--- src/rtl/fifo_with_move_ahead_unit_defines.svh ---
// ---------------------------------------------------------------------------
// fifo_with_move_ahead_unit_defines.svh
// Assertion macros for the move-ahead queue.
// ---------------------------------------------------------------------------
`ifndef FIFO_WITH_MOVE_AHEAD_UNIT_DEFINES_SVH
`define FIFO_WITH_MOVE_AHEAD_UNIT_DEFINES_SVH

`ifndef SYNTH
// same-cycle implication
`define FWMA_ASSERT(label, clk, rst, ante, cons) \
   label: assert property (@(posedge clk) disable iff (rst) (ante) |-> (cons)) \
      else $error("fwma assertion failed");
// next-cycle implication
`define FWMA_ASSERT_NEXT(label, clk, rst, ante, cons) \
   label: assert property (@(posedge clk) disable iff (rst) (ante) |=> (cons)) \
      else $error("fwma assertion failed");
`else
`define FWMA_ASSERT(label, clk, rst, ante, cons)
`define FWMA_ASSERT_NEXT(label, clk, rst, ante, cons)
`endif

`endif

--- src/rtl/fwma_pkg.sv ---
// ---------------------------------------------------------------------------
// fwma_pkg
// Types and constants shared by the move-ahead queue.
// ---------------------------------------------------------------------------
package fwma_pkg;

   // queue depth, a power of two
   localparam int DEPTH       = 16;
   localparam int IDX_W       = $clog2(DEPTH);
   localparam int CNT_W       = $clog2(DEPTH + 1);
   localparam int VALUE_WIDTH = 32;

   typedef enum logic [1:0] {
      KIND_PUSH  = 2'd0,
      KIND_POP   = 2'd1,
      KIND_QUERY = 2'd2,
      KIND_JUMP  = 2'd3
   } kind_type;

   typedef enum logic [1:0] {
      ERR_OK    = 2'd0,
      ERR_EMPTY = 2'd1,
      ERR_STALE = 2'd2,
      ERR_FULL  = 2'd3
   } err_type;

   typedef struct packed {
      kind_type                kind;
      logic [VALUE_WIDTH-1:0]  value_in;
      logic [IDX_W-1:0]        handle_in;
      logic [7:0]              distance;
   } req_type;

   typedef struct packed {
      logic [VALUE_WIDTH-1:0]  value_out;
      logic [IDX_W-1:0]        handle_out;
      logic [IDX_W-1:0]        position_out;
      logic [CNT_W-1:0]        fill_count;
      err_type                 error_code;
   } rsp_type;

   // result of the free-handle search
   typedef struct packed {
      logic             found;
      logic [IDX_W-1:0] handle;
   } free_type;

endpackage

--- src/rtl/fwma_free_find.sv ---
// ---------------------------------------------------------------------------
// fwma_free_find
// Priority encoder: lowest handle whose live bit is clear.
// ---------------------------------------------------------------------------
module fwma_free_find
   import fwma_pkg::*;
(
   input  logic [DEPTH-1:0] live,
   output free_type         free
);

   // scan from the top so the lowest free handle wins
   always_comb begin
      free = '0;
      for (int i = DEPTH - 1; i >= 0; i--) begin
         if (!live[i]) begin
            free.found  = 1'b1;
            free.handle = IDX_W'(i);
         end
      end
   end

endmodule

--- src/rtl/fifo_with_move_ahead_unit.sv ---
// ---------------------------------------------------------------------------
// fifo_with_move_ahead_unit
// Ordered queue with handles, pop from head and move-ahead of an entry.
// ---------------------------------------------------------------------------
// channel  dir  ports                        beat
// req      in   req_valid/req_ready/req_data  one operation
// rsp      out  rsp_valid/rsp_ready/rsp_data  one result per operation
//
// Push, and an error found when the request is taken, go straight to the result register.
// Pop reads the order memory, then the value memory. Query scans the order memory from the head.
// Jump: the query scan, then one order-memory read and write per place moved, then the placement write.
// Reset clears live bits and counters; memories need no clearing.
// A stalled result holds in the output register while the next beat is taken.
// ---------------------------------------------------------------------------
`include "fifo_with_move_ahead_unit_defines.svh"

module fifo_with_move_ahead_unit
   import fwma_pkg::*;
(
   input  logic    clock,
   input  logic    reset,
   input  logic    req_valid,
   output logic    req_ready,
   input  req_type req_data,
   output logic    rsp_valid,
   input  logic    rsp_ready,
   output rsp_type rsp_data
);

   typedef enum logic [3:0] {
      ST_IDLE, ST_POP_ORD, ST_POP_VAL, ST_SCAN_RD, ST_SCAN_CMP,
      ST_SHIFT_RD, ST_SHIFT_WR, ST_PLACE, ST_RESP
   } state_type;

   state_type            state_ff, state_in;
   req_type              req_ff, req_in;
   rsp_type              res_ff, res_in;
   rsp_type              rsp_data_ff, rsp_data_in;
   logic                 rsp_valid_ff, rsp_valid_in;
   logic [IDX_W-1:0]     head_ff, head_in;
   logic [CNT_W-1:0]     count_ff, count_in;
   logic [DEPTH-1:0]     live_ff, live_in;
   logic [IDX_W-1:0]     idx_ff, idx_in;
   logic [IDX_W-1:0]     pos_ff, pos_in;

   // order memory: handle per position, circular from head_ff
   logic [IDX_W-1:0]       order_mem [DEPTH];
   logic [IDX_W-1:0]       order_rdata_ff;
   logic                   ord_we;
   logic [IDX_W-1:0]       ord_waddr, ord_wdata, ord_raddr;
   // value memory: value per handle
   logic [VALUE_WIDTH-1:0] value_mem [DEPTH];
   logic [VALUE_WIDTH-1:0] value_rdata_ff;
   logic                   val_we;
   logic [IDX_W-1:0]       val_waddr, val_raddr;

   free_type free;

   fwma_free_find u_free (
      .live (live_ff),
      .free (free)
   );

   assign req_ready = (state_ff == ST_IDLE);
   assign rsp_valid = rsp_valid_ff;
   assign rsp_data  = rsp_data_ff;

   // next-state and memory control
   always_comb begin
      state_in     = state_ff;
      req_in       = req_ff;
      res_in       = res_ff;
      head_in      = head_ff;
      count_in     = count_ff;
      live_in      = live_ff;
      idx_in       = idx_ff;
      pos_in       = pos_ff;
      rsp_data_in  = rsp_data_ff;
      rsp_valid_in = rsp_valid_ff && !rsp_ready;
      ord_we       = 1'b0;
      ord_waddr    = '0;
      ord_wdata    = '0;
      ord_raddr    = '0;
      val_we       = 1'b0;
      val_waddr    = '0;
      val_raddr    = '0;
      case (state_ff)
         ST_IDLE: begin
            if (req_valid) begin
               req_in            = req_data;
               res_in            = '0;
               res_in.fill_count = count_ff;
               state_in          = ST_RESP;
               case (req_data.kind)
                  KIND_PUSH: begin
                     if (count_ff == CNT_W'(DEPTH) || !free.found) begin
                        res_in.error_code = ERR_FULL;
                     end else begin
                        val_we                = 1'b1;
                        val_waddr             = free.handle;
                        ord_we                = 1'b1;
                        ord_waddr             = head_ff + count_ff[IDX_W-1:0];
                        ord_wdata             = free.handle;
                        live_in[free.handle]  = 1'b1;
                        count_in              = count_ff + 1'b1;
                        res_in.handle_out     = free.handle;
                        res_in.fill_count     = count_ff + 1'b1;
                     end
                  end
                  KIND_POP: begin
                     if (count_ff == '0) begin
                        res_in.error_code = ERR_EMPTY;
                     end else begin
                        ord_raddr = head_ff;
                        state_in  = ST_POP_ORD;
                     end
                  end
                  default: begin
                     if (!live_ff[req_data.handle_in]) begin
                        res_in.error_code = ERR_STALE;
                     end else begin
                        idx_in   = '0;
                        state_in = ST_SCAN_RD;
                     end
                  end
               endcase
            end
         end
         // head handle is back: fetch its value, retire it
         ST_POP_ORD: begin
            val_raddr               = order_rdata_ff;
            live_in[order_rdata_ff] = 1'b0;
            head_in                 = head_ff + 1'b1;
            count_in                = count_ff - 1'b1;
            state_in                = ST_POP_VAL;
         end
         ST_POP_VAL: begin
            res_in.value_out  = value_rdata_ff;
            res_in.fill_count = count_ff;
            state_in          = ST_RESP;
         end
         ST_SCAN_RD: begin
            ord_raddr = head_ff + idx_ff;
            state_in  = ST_SCAN_CMP;
         end
         ST_SCAN_CMP: begin
            if (order_rdata_ff == req_ff.handle_in) begin
               if (req_ff.kind == KIND_QUERY) begin
                  res_in.position_out = idx_ff;
                  state_in            = ST_RESP;
               end else begin
                  if (req_ff.distance >= 8'(idx_ff)) begin
                     pos_in = '0;
                  end else begin
                     pos_in = idx_ff - req_ff.distance[IDX_W-1:0];
                  end
                  state_in = ST_SHIFT_RD;
                  if (req_ff.distance == '0 || idx_ff == '0) begin
                     res_in.position_out = idx_ff;
                     state_in            = ST_RESP;
                  end
               end
            end else if ({1'b0, idx_ff} + 1'b1 >= count_ff) begin
               res_in.error_code = ERR_STALE;
               state_in          = ST_RESP;
            end else begin
               idx_in   = idx_ff + 1'b1;
               state_in = ST_SCAN_RD;
            end
         end
         // move slot idx-1 up to idx
         ST_SHIFT_RD: begin
            ord_raddr = head_ff + idx_ff - 1'b1;
            state_in  = ST_SHIFT_WR;
         end
         ST_SHIFT_WR: begin
            ord_we    = 1'b1;
            ord_waddr = head_ff + idx_ff;
            ord_wdata = order_rdata_ff;
            idx_in    = idx_ff - 1'b1;
            state_in  = (idx_ff - 1'b1 == pos_ff) ? ST_PLACE : ST_SHIFT_RD;
         end
         ST_PLACE: begin
            ord_we              = 1'b1;
            ord_waddr           = head_ff + pos_ff;
            ord_wdata           = req_ff.handle_in;
            res_in.position_out = pos_ff;
            state_in            = ST_RESP;
         end
         ST_RESP: begin
            if (!rsp_valid_ff || rsp_ready) begin
               rsp_data_in  = res_ff;
               rsp_valid_in = 1'b1;
               state_in     = ST_IDLE;
            end
         end
         default: state_in = ST_IDLE;
      endcase
   end

   // control and payload registers
   always_ff @(posedge clock) begin
      if (reset) begin
         state_ff     <= ST_IDLE;
         rsp_valid_ff <= 1'b0;
         head_ff      <= '0;
         count_ff     <= '0;
         live_ff      <= '0;
      end else begin
         state_ff     <= state_in;
         rsp_valid_ff <= rsp_valid_in;
         head_ff      <= head_in;
         count_ff     <= count_in;
         live_ff      <= live_in;
      end
      req_ff      <= req_in;
      res_ff      <= res_in;
      rsp_data_ff <= rsp_data_in;
      idx_ff      <= idx_in;
      pos_ff      <= pos_in;
   end

   // memories, registered read
   always_ff @(posedge clock) begin
      if (ord_we) begin
         order_mem[ord_waddr] <= ord_wdata;
      end
      order_rdata_ff <= order_mem[ord_raddr];
      if (val_we) begin
         value_mem[val_waddr] <= req_in.value_in;
      end
      value_rdata_ff <= value_mem[val_raddr];
   end

   `FWMA_ASSERT(a_count_max, clock, reset, 1'b1, count_ff <= CNT_W'(DEPTH))
   `FWMA_ASSERT(a_live_count, clock, reset, 1'b1, $countones(live_ff) == 32'(count_ff))
   `FWMA_ASSERT_NEXT(a_busy_after_req, clock, reset, req_valid && req_ready, !req_ready)
   `FWMA_ASSERT(a_scan_bound, clock, reset, state_ff == ST_SCAN_CMP, {1'b0, idx_ff} < count_ff)

endmodule
--- config.mk ---
export PLATFORM = sky130hd
export DESIGN_NAME = fifo_with_move_ahead_unit
export DESIGN_NICKNAME = d
export VERILOG_FILES = /design/src/rtl/fwma_pkg.sv /design/src/rtl/fwma_free_find.sv /design/src/rtl/fifo_with_move_ahead_unit.sv
export VERILOG_INCLUDE_DIRS = /design/src /design/src/rtl
export SDC_FILE = /design/constraint.sdc
export NUM_CORES = 1
export LEC_CHECK = 0
export BUFFER_PORTS_ARGS = -buffer_cell sky130_fd_sc_hd__clkbuf_2
export CAP_MARGIN = 20
export CORE_MARGIN = 5
export CORE_UTILIZATION = 34
export DETAILED_ROUTE_END_ITERATION = 6
export SYNTH_ARGS = -nofsm -noshare
export SYNTH_HDL_FRONTEND = slang
export SYNTH_SLANG_ARGS = --single-unit
--- constraint.sdc ---
create_clock -name clock -period 4.5 [get_ports clock]
set_clock_uncertainty 0.2 [all_clocks]
set_input_delay 0.9 -clock clock [delete_from_list [all_inputs] [get_ports clock]]
set_output_delay 0.9 -clock clock [all_outputs]
set_load 0.02 [all_outputs]
Word-level counts from Yosys, hierarchy flattened --
Memories as Yosys holds them, arrays and structs flattened. A register that Yosys moved wholly into a read port is not among the register bits. Cells that the tools add are included.
Word-level totals: memories kept 2, output and inout bits 49, word-level logic and storage cells 189, bits of input ports 50, register bits 178, RAM bits 576
Memory list:
- value_mem | depth 16, width 32, rd ports 1, clocked after memory_dff 1, write ports 1, line fifo_with_move_ahead_unit.sv:52 | logic [VALUE_WIDTH-1:0] value_mem [DEPTH];
- order_mem | depth 16, width 4, rd ports 1, clocked after memory_dff 1, write ports 1, line fifo_with_move_ahead_unit.sv:47 | logic [IDX_W-1:0] order_mem [DEPTH];
Cells by class: mux-type cells 88, bitwise operators 4, reduce and logical (&&, ||, !) cells 32, eq/ne operators 24, order comparisons 7, add/sub/neg operators 11
Operators by type and width (number):
- $mux W4 | 27
- $mux W5 | 19
- $mux W44 | 2
- $pmux W32 S2 | 1
- $pmux W4 S3 | 5
- $mux W16 | 3
- $mux W47 | 1
- $pmux W16 S2 | 1
- $pmux W4 S8 | 1
- $pmux W5 S2 | 2
- $and A16 B16 Y16 | 1
- $eq A4 B3 Y1 const B | 4
- $ne A2 B2 Y1 const B | 8
- $not A16 Y16 | 1
- $or A16 B16 Y16 | 1
- $lt A4 B5 Y1 const B | 3
- $mux W1 | 14
- $add A4 B4 Y4 | 3
- $reduce_and A4 Y1 | 3
- $mux W2 | 5
- $reduce_and A2 Y1 | 5
- $add A4 B1 Y4 const B | 2
- $demux W1 S4 | 2
- $eq A4 B2 Y1 const B | 2
- 33 further kinds | 50

Depth between registers and ports, before layout --
Gate-level depths: netlist (run 1).
depth after elaboration 25, mapped depth 12, depth with buffers taken out 11

Cells and area by module --
From an unflattened synthesis (run 1), not the netlist that was laid out.
Second synthesis, totals: cells, all modules 1929, area total of the unflattened synthesis 30920.9 µm²
By module, submodules not included:
- fifo_with_move_ahead_unit | instances 1, area each 30757.0 µm², cells an instance 1898, sequential area each 22741.8 µm²
- fwma_free_find | instances 1, area each 163.9 µm², cells an instance 31, sequential area each 0.0 µm²

Least setup slack after synthesis (run 1) --
OpenSTA, ideal clock, no wires.
kind input-to-reg, start in rsp_ready, end reg rsp_data_ff (netlist bit rsp_data[0]) (enable), setup slack 678 ps, arrival 3165 ps, buffers on the path 0, cell stages on the path 2, required time 3843 ps, setup time 457 ps, path through nand2b_1 > nor2b_1
Between the ends: longest elaborated chain between the ends 2
Ends and longest elaborated chain:
- start, declared | line fifo_with_move_ahead_unit.sv:26 | input logic rsp_ready,
- $logic_or A1 B1 Y1 | line fifo_with_move_ahead_unit.sv:191 | if (!rsp_valid_ff || rsp_ready) begin
- $reduce_and A2 Y1 (no source line)
- end signal, assigned | line fifo_with_move_ahead_unit.sv:218 | rsp_data_ff <= rsp_data_in;
- end, declared | line fifo_with_move_ahead_unit.sv:38 | rsp_type rsp_data_ff, rsp_data_in;
Every way passes these cells. A chain may end at the register's enable or synchronous reset.

Worst setup path after layout (run 1) --
start reg count_ff[0], end mem value_mem[9][2] (enable)
Between the ends: longest elaborated chain between the ends 8, elaborated cells between the ends (all ways) 12, classes of those cells 1 x eq/ne; 10 x mux; 1 x reduce/logical
Ends and longest elaborated chain:
- start, declared | line fifo_with_move_ahead_unit.sv:41 | logic [CNT_W-1:0] count_ff, count_in;
- start signal, assigned | line fifo_with_move_ahead_unit.sv:213 | count_ff <= count_in;
- $eq A5 B5 Y1 * | line fifo_with_move_ahead_unit.sv:96 | if (count_ff == CNT_W'(DEPTH) || !free.found) begin
- $logic_or A1 B1 Y1 * | line fifo_with_move_ahead_unit.sv:96
- $mux W1 | line fifo_with_move_ahead_unit.sv:96
- $mux W1 | line fifo_with_move_ahead_unit.sv:94 | case (req_data.kind)
- $mux W1 | line fifo_with_move_ahead_unit.sv:89 | if (req_valid) begin
- $mux W1 | line fifo_with_move_ahead_unit.sv:87 | case (state_ff)
- $mux W1 | line fifo_with_move_ahead_unit.sv:229 | if (val_we) begin
- $mux W1 (implied by the code) | line fifo_with_move_ahead_unit.sv:230 | value_mem[val_waddr] <= req_in.value_in;
- end, declared | line fifo_with_move_ahead_unit.sv:52
Mark *: on every way between the ends. The rest lies on a longest branch, timed or not.

==> results of run 1 <==
## routing by layer
metal	vias to the layer above	GRT usage, %	wire length [µm]
met4	0	4.590	1780
met2	655	25.97	37820
met1	9408	20.26	33200
met3	114	2.429	4912
li1	8711	-	-
met5	-	0	0
## cell usage after synthesis, types with 24 or more instances
library cell,n
ha_1,27
mux2i_1,85
a32oi_1,28
edfxtp_1,692
o21ai_0,142
nand3_1,27
o21ai_1,24
buf_2,27
o221ai_1,33
a211oi_1,34
mux2_2,44
dfxtp_1,98
a21oi_1,115
inv_1,30
o22ai_1,45
and2_1,68
nand2_1,283
a31oi_1,45
nor2_1,63
nor2b_1,39
clkbuf_1,82
## state kept, by name, summed over array words and instances (netlist names), 5 cells and up
name	flops
count_ff	5
live_ff	16
order_mem	64
req_ff	46
res_ff	47
rsp_data	47
value_mem	512
value_rdata_ff	32
## worst max path at each step
stage / from / end / slack, ps / cells past startpoint
2_1_floorplan: rsp_ready / rsp_data[0]$_DFFE_PP_ / 680 / 2
3_3_place_gp: req_valid / value_mem[0][14]$_DFFE_PP_ / 800 / 7
3_5_place_dp: req_valid / value_mem[1][15]$_DFFE_PP_ / 710 / 7
4_1_cts: count_ff[0]$_SDFFE_PP0P_ / value_mem[9][2]$_DFFE_PP_ / 700 / 9
5_1_grt: idx_ff[0]$_DFFE_PP_ / order_rdata_ff[2]$_DFF_P_ / 460 / 11
6_report: count_ff[0]$_SDFFE_PP0P_ / value_mem[9][2]$_DFFE_PP_ / 720 / 9
## report_power, final
group,total [mW],internal (mW),switching [mW],leakage [nW]
clock,6.86,4.06,2.81,1.35
sequential,8.34,8.29,0.0516,7.13
combinational,0.616,0.133,0.483,3.81
## per-stage QoR
step	cell area [µm²]	std cells	utilization (%)	worst slack (ps)
finish	36530	3655	39.73	719.6
global route	36530	3655	39.73	462.3
CTS	36490	3653	39.68	703.0
detailed placement	33720	3504	36.68	705.0
global placement	33720	3504	36.68	799.9
floorplan	31560	2232	-	678.0
## worst max-delay path: cells and delay by family (launching register included)
kind                     cells  cell delay, ps
AO/OA/AOI/OAI                1             100
adder cells (fa/ha/maj)      1             270
buffers and inverters        2             680
flip-flops                   1             500
AND/OR/NAND/NOR              5            1610
## final cells by class
| type | instances | share of cell area, % |
|---|---|---|
| inverter | 32 | 0.3288 |
| clock buffer | 109 | 6.142 |
| timing repair buffer | 154 | 2.905 |
| tap | 1243 | 4.258 |
| sequential | 790 | 62.28 |
| clock inverter | 40 | 1.432 |
| multi-input combinational | 1287 | 22.66 |
## logic make-up after synthesis
group	share of synthesized area (%)
AND/OR/NAND/NOR	8.446
buffers and inverters	2.125
multiplexers	4.766
AO/OA/AOI/OAI	10.36
adder cells (fa/ha/maj)	1.324
flip-flops	72.07
XOR/XNOR	0.9080
==> out/metrics.yaml, run 1 <==
synth:
  yosysTopAreaCell: "edfxtp_1"
  synth_edf_count: 692
  ys_ff_latch: 790
  synth_top_area_share_pct: 65.85
  synth-warning-count: 0
  synthCells: 2232
  netlist_top_cells_area: "edfxtp_1 66%, dfxtp_1 6.2%, nand2_1 3.4%"
  async_flop_share_pct: 0
  synth.avg_cell_area_um2: 14.14
  yosysUniqueCellTypes: 70
  yosysSeqAreaShare_pct: 72.07
  synth_fp_nets: 2313
  syn-cell-area_um2: 31560
  synth_ff_type: "edfxtp_1"
clock_tree:
  cts_hold_buf: 0
  cts_tree: "yes"
  worstSkewPairLatency_ps: 630
  clock_path_buffers: 3
  clock_sinks: 790
  root_buffer: "clkbuf_16"
  clk_pin_slew_ps: 60
  ctsResizeCount: 0
  postCtsSetupBuffers: 0
  cts_buffers: 80
  h-tree-depth: 3
cells_and_area:
  final_cell_mix: "692 x edfxtp_1, 278 x nand2_1, 142 x o21ai_0"
  syn_to_final_growth_pct: 15.75
  final_common_cell: "edfxtp_1"
  n_antenna_cell: 0
  ff_latch_area_um2: 22750
  layout-drive-gt1-share_pct: 15.46
  nFillCells: 8481
  nets: 2426
  multiInputGateArea_um2: 8275
power_and_ir_drop:
  p_per_area_nw_per_um2: 433.0
  peakVddDrop_mv: 0.3008
  p_total_mw: 15.82
  power_leakage_nw: 12.29
sta:
  final_hold_viol_count: 0
  setup_viol: 0
  finalMaxSlewViolations: 0
  slew-limit-headroom_pct: 37.02
  fin_crit_sh_pct: 84.01
  layout_min_cycle_time_ps: 3780
  worst-slew-pin-transition_ps: 944.6
  whs_ps: 216.5
  rsz0062_at_grt: "no"
  tns_ps: 0
  fmaxAchievable_mhz: 264.5
routing:
  viasPerCell: 5.168
  drtIter0Drc: 1668
  route.detailed.drc: 0
  drt_pre_antenna_iters: 6
  final_antenna_net_count: 0
  drt-total-wl_mm: 77.71
  route.detailed.wl_per_inst_um: 21.26
  vias: 18890
floorplanning:
  die_x_um: 314.6
  die_y_um: 314.6
  coreArea_um2: 91940
  die_area_um2: 99000
  io_pins: 99
  num_rows: 111
  start_util_pct: 34.32
placed_design:
  dp_hpwl_mm: 45.32
  globalplace.congestion: 0.8327
  port_buffers: 98
setup_path:
  crit_path_max_incr_delay_ps: 530
  crit_chain: "inv_1 > ha_1 > or4bb_1 > o41ai_2 > or3_1 > nor2_2 > nand3_1 > nor2_4 > buf_4"
  r2r_slack_ps: 720
  crit_type: "flip-flop to flip-flop"
  r2r-end: "value_mem[9][2]$_DFFE_PP_"
  start_kind: "flip-flop"
  crit_fanout: 32
  critPathCaptureType: "flip-flop"
  reg2reg_from: "count_ff[0]$_SDFFE_PP0P_"
  critPathRequiredTime_ps: 4540
  cp.arrival_ps: 3820
  cp_slowest_cell: "buf_4"
  rr_worst_depth: 9
hold_path:
  hold_end: "rsp_data[0]$_DFFE_PP_"
  min_from: "res_ff[0]$_SDFFCE_PP0P_"
  whs_path_depth: 0
  hold_class: "flip-flop to flip-flop"
global_route:
  grt_max_degree: 121
  grt.overflow.total: 0
  track_usage_pct: 15.27
  grt_pass1_vias: 19270
  antenna_found_initial: 0
  grt_pass1_wl_mm: 116.4
run_status:
  status: "complete, no violations"
run:
  drv_cap: 0
(Power assumes the default switching activity.)
==> inputs of run 2 (changes only) <==
==> constraint.sdc (replaced) <==
create_clock -name clock -period 3.21 [get_ports clock]
set_clock_uncertainty 0.2 [all_clocks]
set_input_delay 0.642 -clock clock [delete_from_list [all_inputs] [get_ports clock]]
set_output_delay 0.642 -clock clock [all_outputs]
set_load 0.02 [all_outputs]
==> out/metrics.yaml, run 2 (synthesis gave the netlist of run 1 again) <==
hold_path:
  hold_class: "input pin to flip-flop"
  min_from: "req_data[11]"
  whs_path_depth: 1  # +1
routing:
  final_antenna_net_count: 0  # unchanged
  viasPerCell: 5.183  # +0.29%
  route.detailed.wl_per_inst_um: 21.30  # +0.16%
  drt-total-wl_mm: 79.60  # +2.4%
  route.detailed.drc: 0  # unchanged
  drt_pre_antenna_iters: 5  # -1
  vias: 19370  # +2.6%
  drtIter0Drc: 1459  # -13%
cells_and_area:
  utilization_pct: 40.69  # +0.96 points
  final_common_cell: "edfxtp_1"
  finalInstanceArea_um2: 37410  # +2.4%
  layout-drive-gt1-share_pct: 18.68  # +3.2 points
  final_cell_mix: "692 x edfxtp_1, 278 x nand2_1, 142 x o21ai_0"
  top_regs: "value_mem (512), order_mem (64)"
  largest_register_ffs: 512  # unchanged
  syn_to_final_growth_pct: 18.56
  regMostFlops: "value_mem"
  nets: 2506  # +3.3%
sta:
  layout_min_cycle_time_ps: 3215  # -565.8 ps
  finalMaxSlewViolations: 0  # unchanged
  worst-slew-pin-transition_ps: 850.6  # -94.06 ps
  setup_slack_ps: -4.599  # -724.2 ps
  rsz0062_at_grt: "yes"
  tns_ps: -4.599  # -4.599 ps
  slew-limit-headroom_pct: 43.30  # +6.3 points
  fin_crit_sh_pct: 100.1  # +16 points
  fmaxAchievable_mhz: 311.1  # +18%
  final_hold_viol_count: 0  # unchanged
  setup_viol: 1  # +1
setup_path:
  crit_path_max_incr_delay_ps: 430  # -100 ps
  crit_chain: "ha_2 > inv_2 > fa_1 > ha_2 > xor3_1 > nor2_2 > a311o_1 > clkbuf_16 > nand2_1 > o22ai_1 > a221oi_1 > mux2_2"
  cp.arrival_ps: 3570  # -250 ps
  start_kind: "flip-flop"
  startpoint: "idx_ff[0]$_DFFE_PP_"
  path_buf_inv: 2  # unchanged
  r2r_slack_ps: -5  # -720 ps
  crit_type: "flip-flop to flip-flop"
  r2r-end: "order_rdata_ff[0]$_DFF_P_"
  reg2reg_from: "idx_ff[0]$_DFFE_PP_"
  cp_common_cell: "ha_2"
  cp_slowest_cell: "fa_1"
  cp.depth: 12  # +3
  critPathCaptureType: "flip-flop"
  rr_worst_depth: 12  # +3
  crit_fanout: 5  # -84%
  crit_family: "adder cells"
  setup.worst_path.end: "order_rdata_ff[0]$_DFF_P_"
  critPathRequiredTime_ps: 3570  # -970 ps
floorplanning:
  io_pins: 99  # unchanged
  die_y_um: 314.6  # unchanged
  die_x_um: 314.6  # unchanged
  coreArea_um2: 91940  # unchanged
  num_rows: 111  # unchanged
  die_area_um2: 99000  # unchanged
  start_util_pct: 34.32  # unchanged
clock_tree:
  clk_pin_slew_ps: 60  # about the same
  clock_sinks: 790  # unchanged
  worstSkewPairLatency_ps: 640  # about the same
  root_buffer: "clkbuf_16"
  h-tree-depth: 3  # unchanged
  cts_tree: "yes"
  clock_path_buffers: 3  # unchanged
  cts_buffers: 81  # +1.3%
placed_design:
  place_area_um2: 34470  # +2.2%
  dp_hpwl_mm: 48.49  # +7.0%
  port_buffers: 98  # unchanged
  globalplace.congestion: 0.8839  # +6.1%
power_and_ir_drop:
  power_leakage_nw: 12.71  # +3.4%
  p_per_area_nw_per_um2: 586.6  # +35%
  peakVddDrop_mv: 0.3688  # +23%
  p_total_mw: 21.95  # +39%
run_status:
  violations: "negative setup slack"
  status: "finished with violations"
global_route:
  grt_pass1_wl_mm: 118.7  # +1.9%
  grt_pass1_vias: 19800  # +2.8%
  grt_max_degree: 73  # -40%
  grt.overflow.total: 0  # unchanged
  antenna_found_initial: 0  # unchanged
  track_usage_pct: 15.55  # +0.27 points
run:
  drv_cap: 0  # unchanged
[run 2: cell types whose count changed in the layout (fill, tap and decap cells not counted), moves of 3 or more]
cell / change
clkinv_1: +5
nor2_1: -3
buf_12: +16
clkbuf_1: -3
bufinv_16: -3
buf_4: +50
clkinvlp_4: +5
a221oi_2: +7
dlygate4sd3_1: +8
mux2_2: -3
mux2_4: +3
inv_1: -4
a221oi_1: -7
[run 2: worst reg2reg max path, cell delays in order (launching register included)]
cell,delay (ps)
edfxtp_1,410
ha_2,220
inv_2,60
fa_1,430
ha_2,210
xor3_1,200
nor2_2,60
a311o_1,410
clkbuf_16,200
nand2_1,160
o22ai_1,100
a221oi_1,290
mux2_2,210
[run 2: stage by stage]
| stage | cells | setup WS, ps | hold WS (ps) |
|---|---|---|---|
| 2_1_floorplan | 2232 | -272.6 | 200.3 |
| 3_5_place_dp | 3572 | 8.437 | 204.5 |
| 5_1_grt | 3737 | -94.45 | 94.38 |
| 4_1_cts | 3732 | 9.027 | 70.06 |
| 3_3_place_gp | 3571 | 1.353 | 204.8 |
| 6_report | 3738 | -4.599 | 102.7 |
[run 2: worst min-delay path by stage]
stage	to	slack (ps)
after detailed placement	rsp_data[19]$_DFFE_PP_	200
after global placement	rsp_data[44]$_DFFE_PP_	200
after CTS	req_ff[9]$_DFFE_PP_	70
after global routing	req_ff[11]$_DFFE_PP_	90
after floorplan	rsp_data[0]$_DFFE_PP_	200
final	req_ff[11]$_DFFE_PP_	100
[run 2: metal layers]
layer  track usage [%]  vias up  share of wire (%)
met2             26.21      652                 48
li1                  -     8907                  -
met4             5.296        0                2.6
met1             20.45     9681                 43
met3             2.646      133                6.5
met5                 0        -                  0
[run 2: layout make-up]
class,instances,area (µm²)
timing repair buffer,232,1899
inverter,32,131.4
clock buffer,108,2271
clock inverter,44,416.7
multi-input combinational,1288,8389
antenna,1,2.502
sequential,790,22750
tap,1243,1555
fill,8418,54530
[run 2: report_power, final]
part | internal [mW] | leakage [nW] | switching, mW
clock | 5.49 | 1.31 | 3.88
combinational | 0.214 | 4.26 | 0.685
sequential | 11.6 | 7.13 | 0.0642
total | 17.3 | 12.7 | 4.63
[run 2: timing repair]
item	CTS	global route
endpoints found under the hold margin	8	0
setup buffers	0	3
endpoints found under the setup margin	4	36
resized for setup	3	22
gates cloned	0	2
pin swaps	1	11
hold buffers	8	0
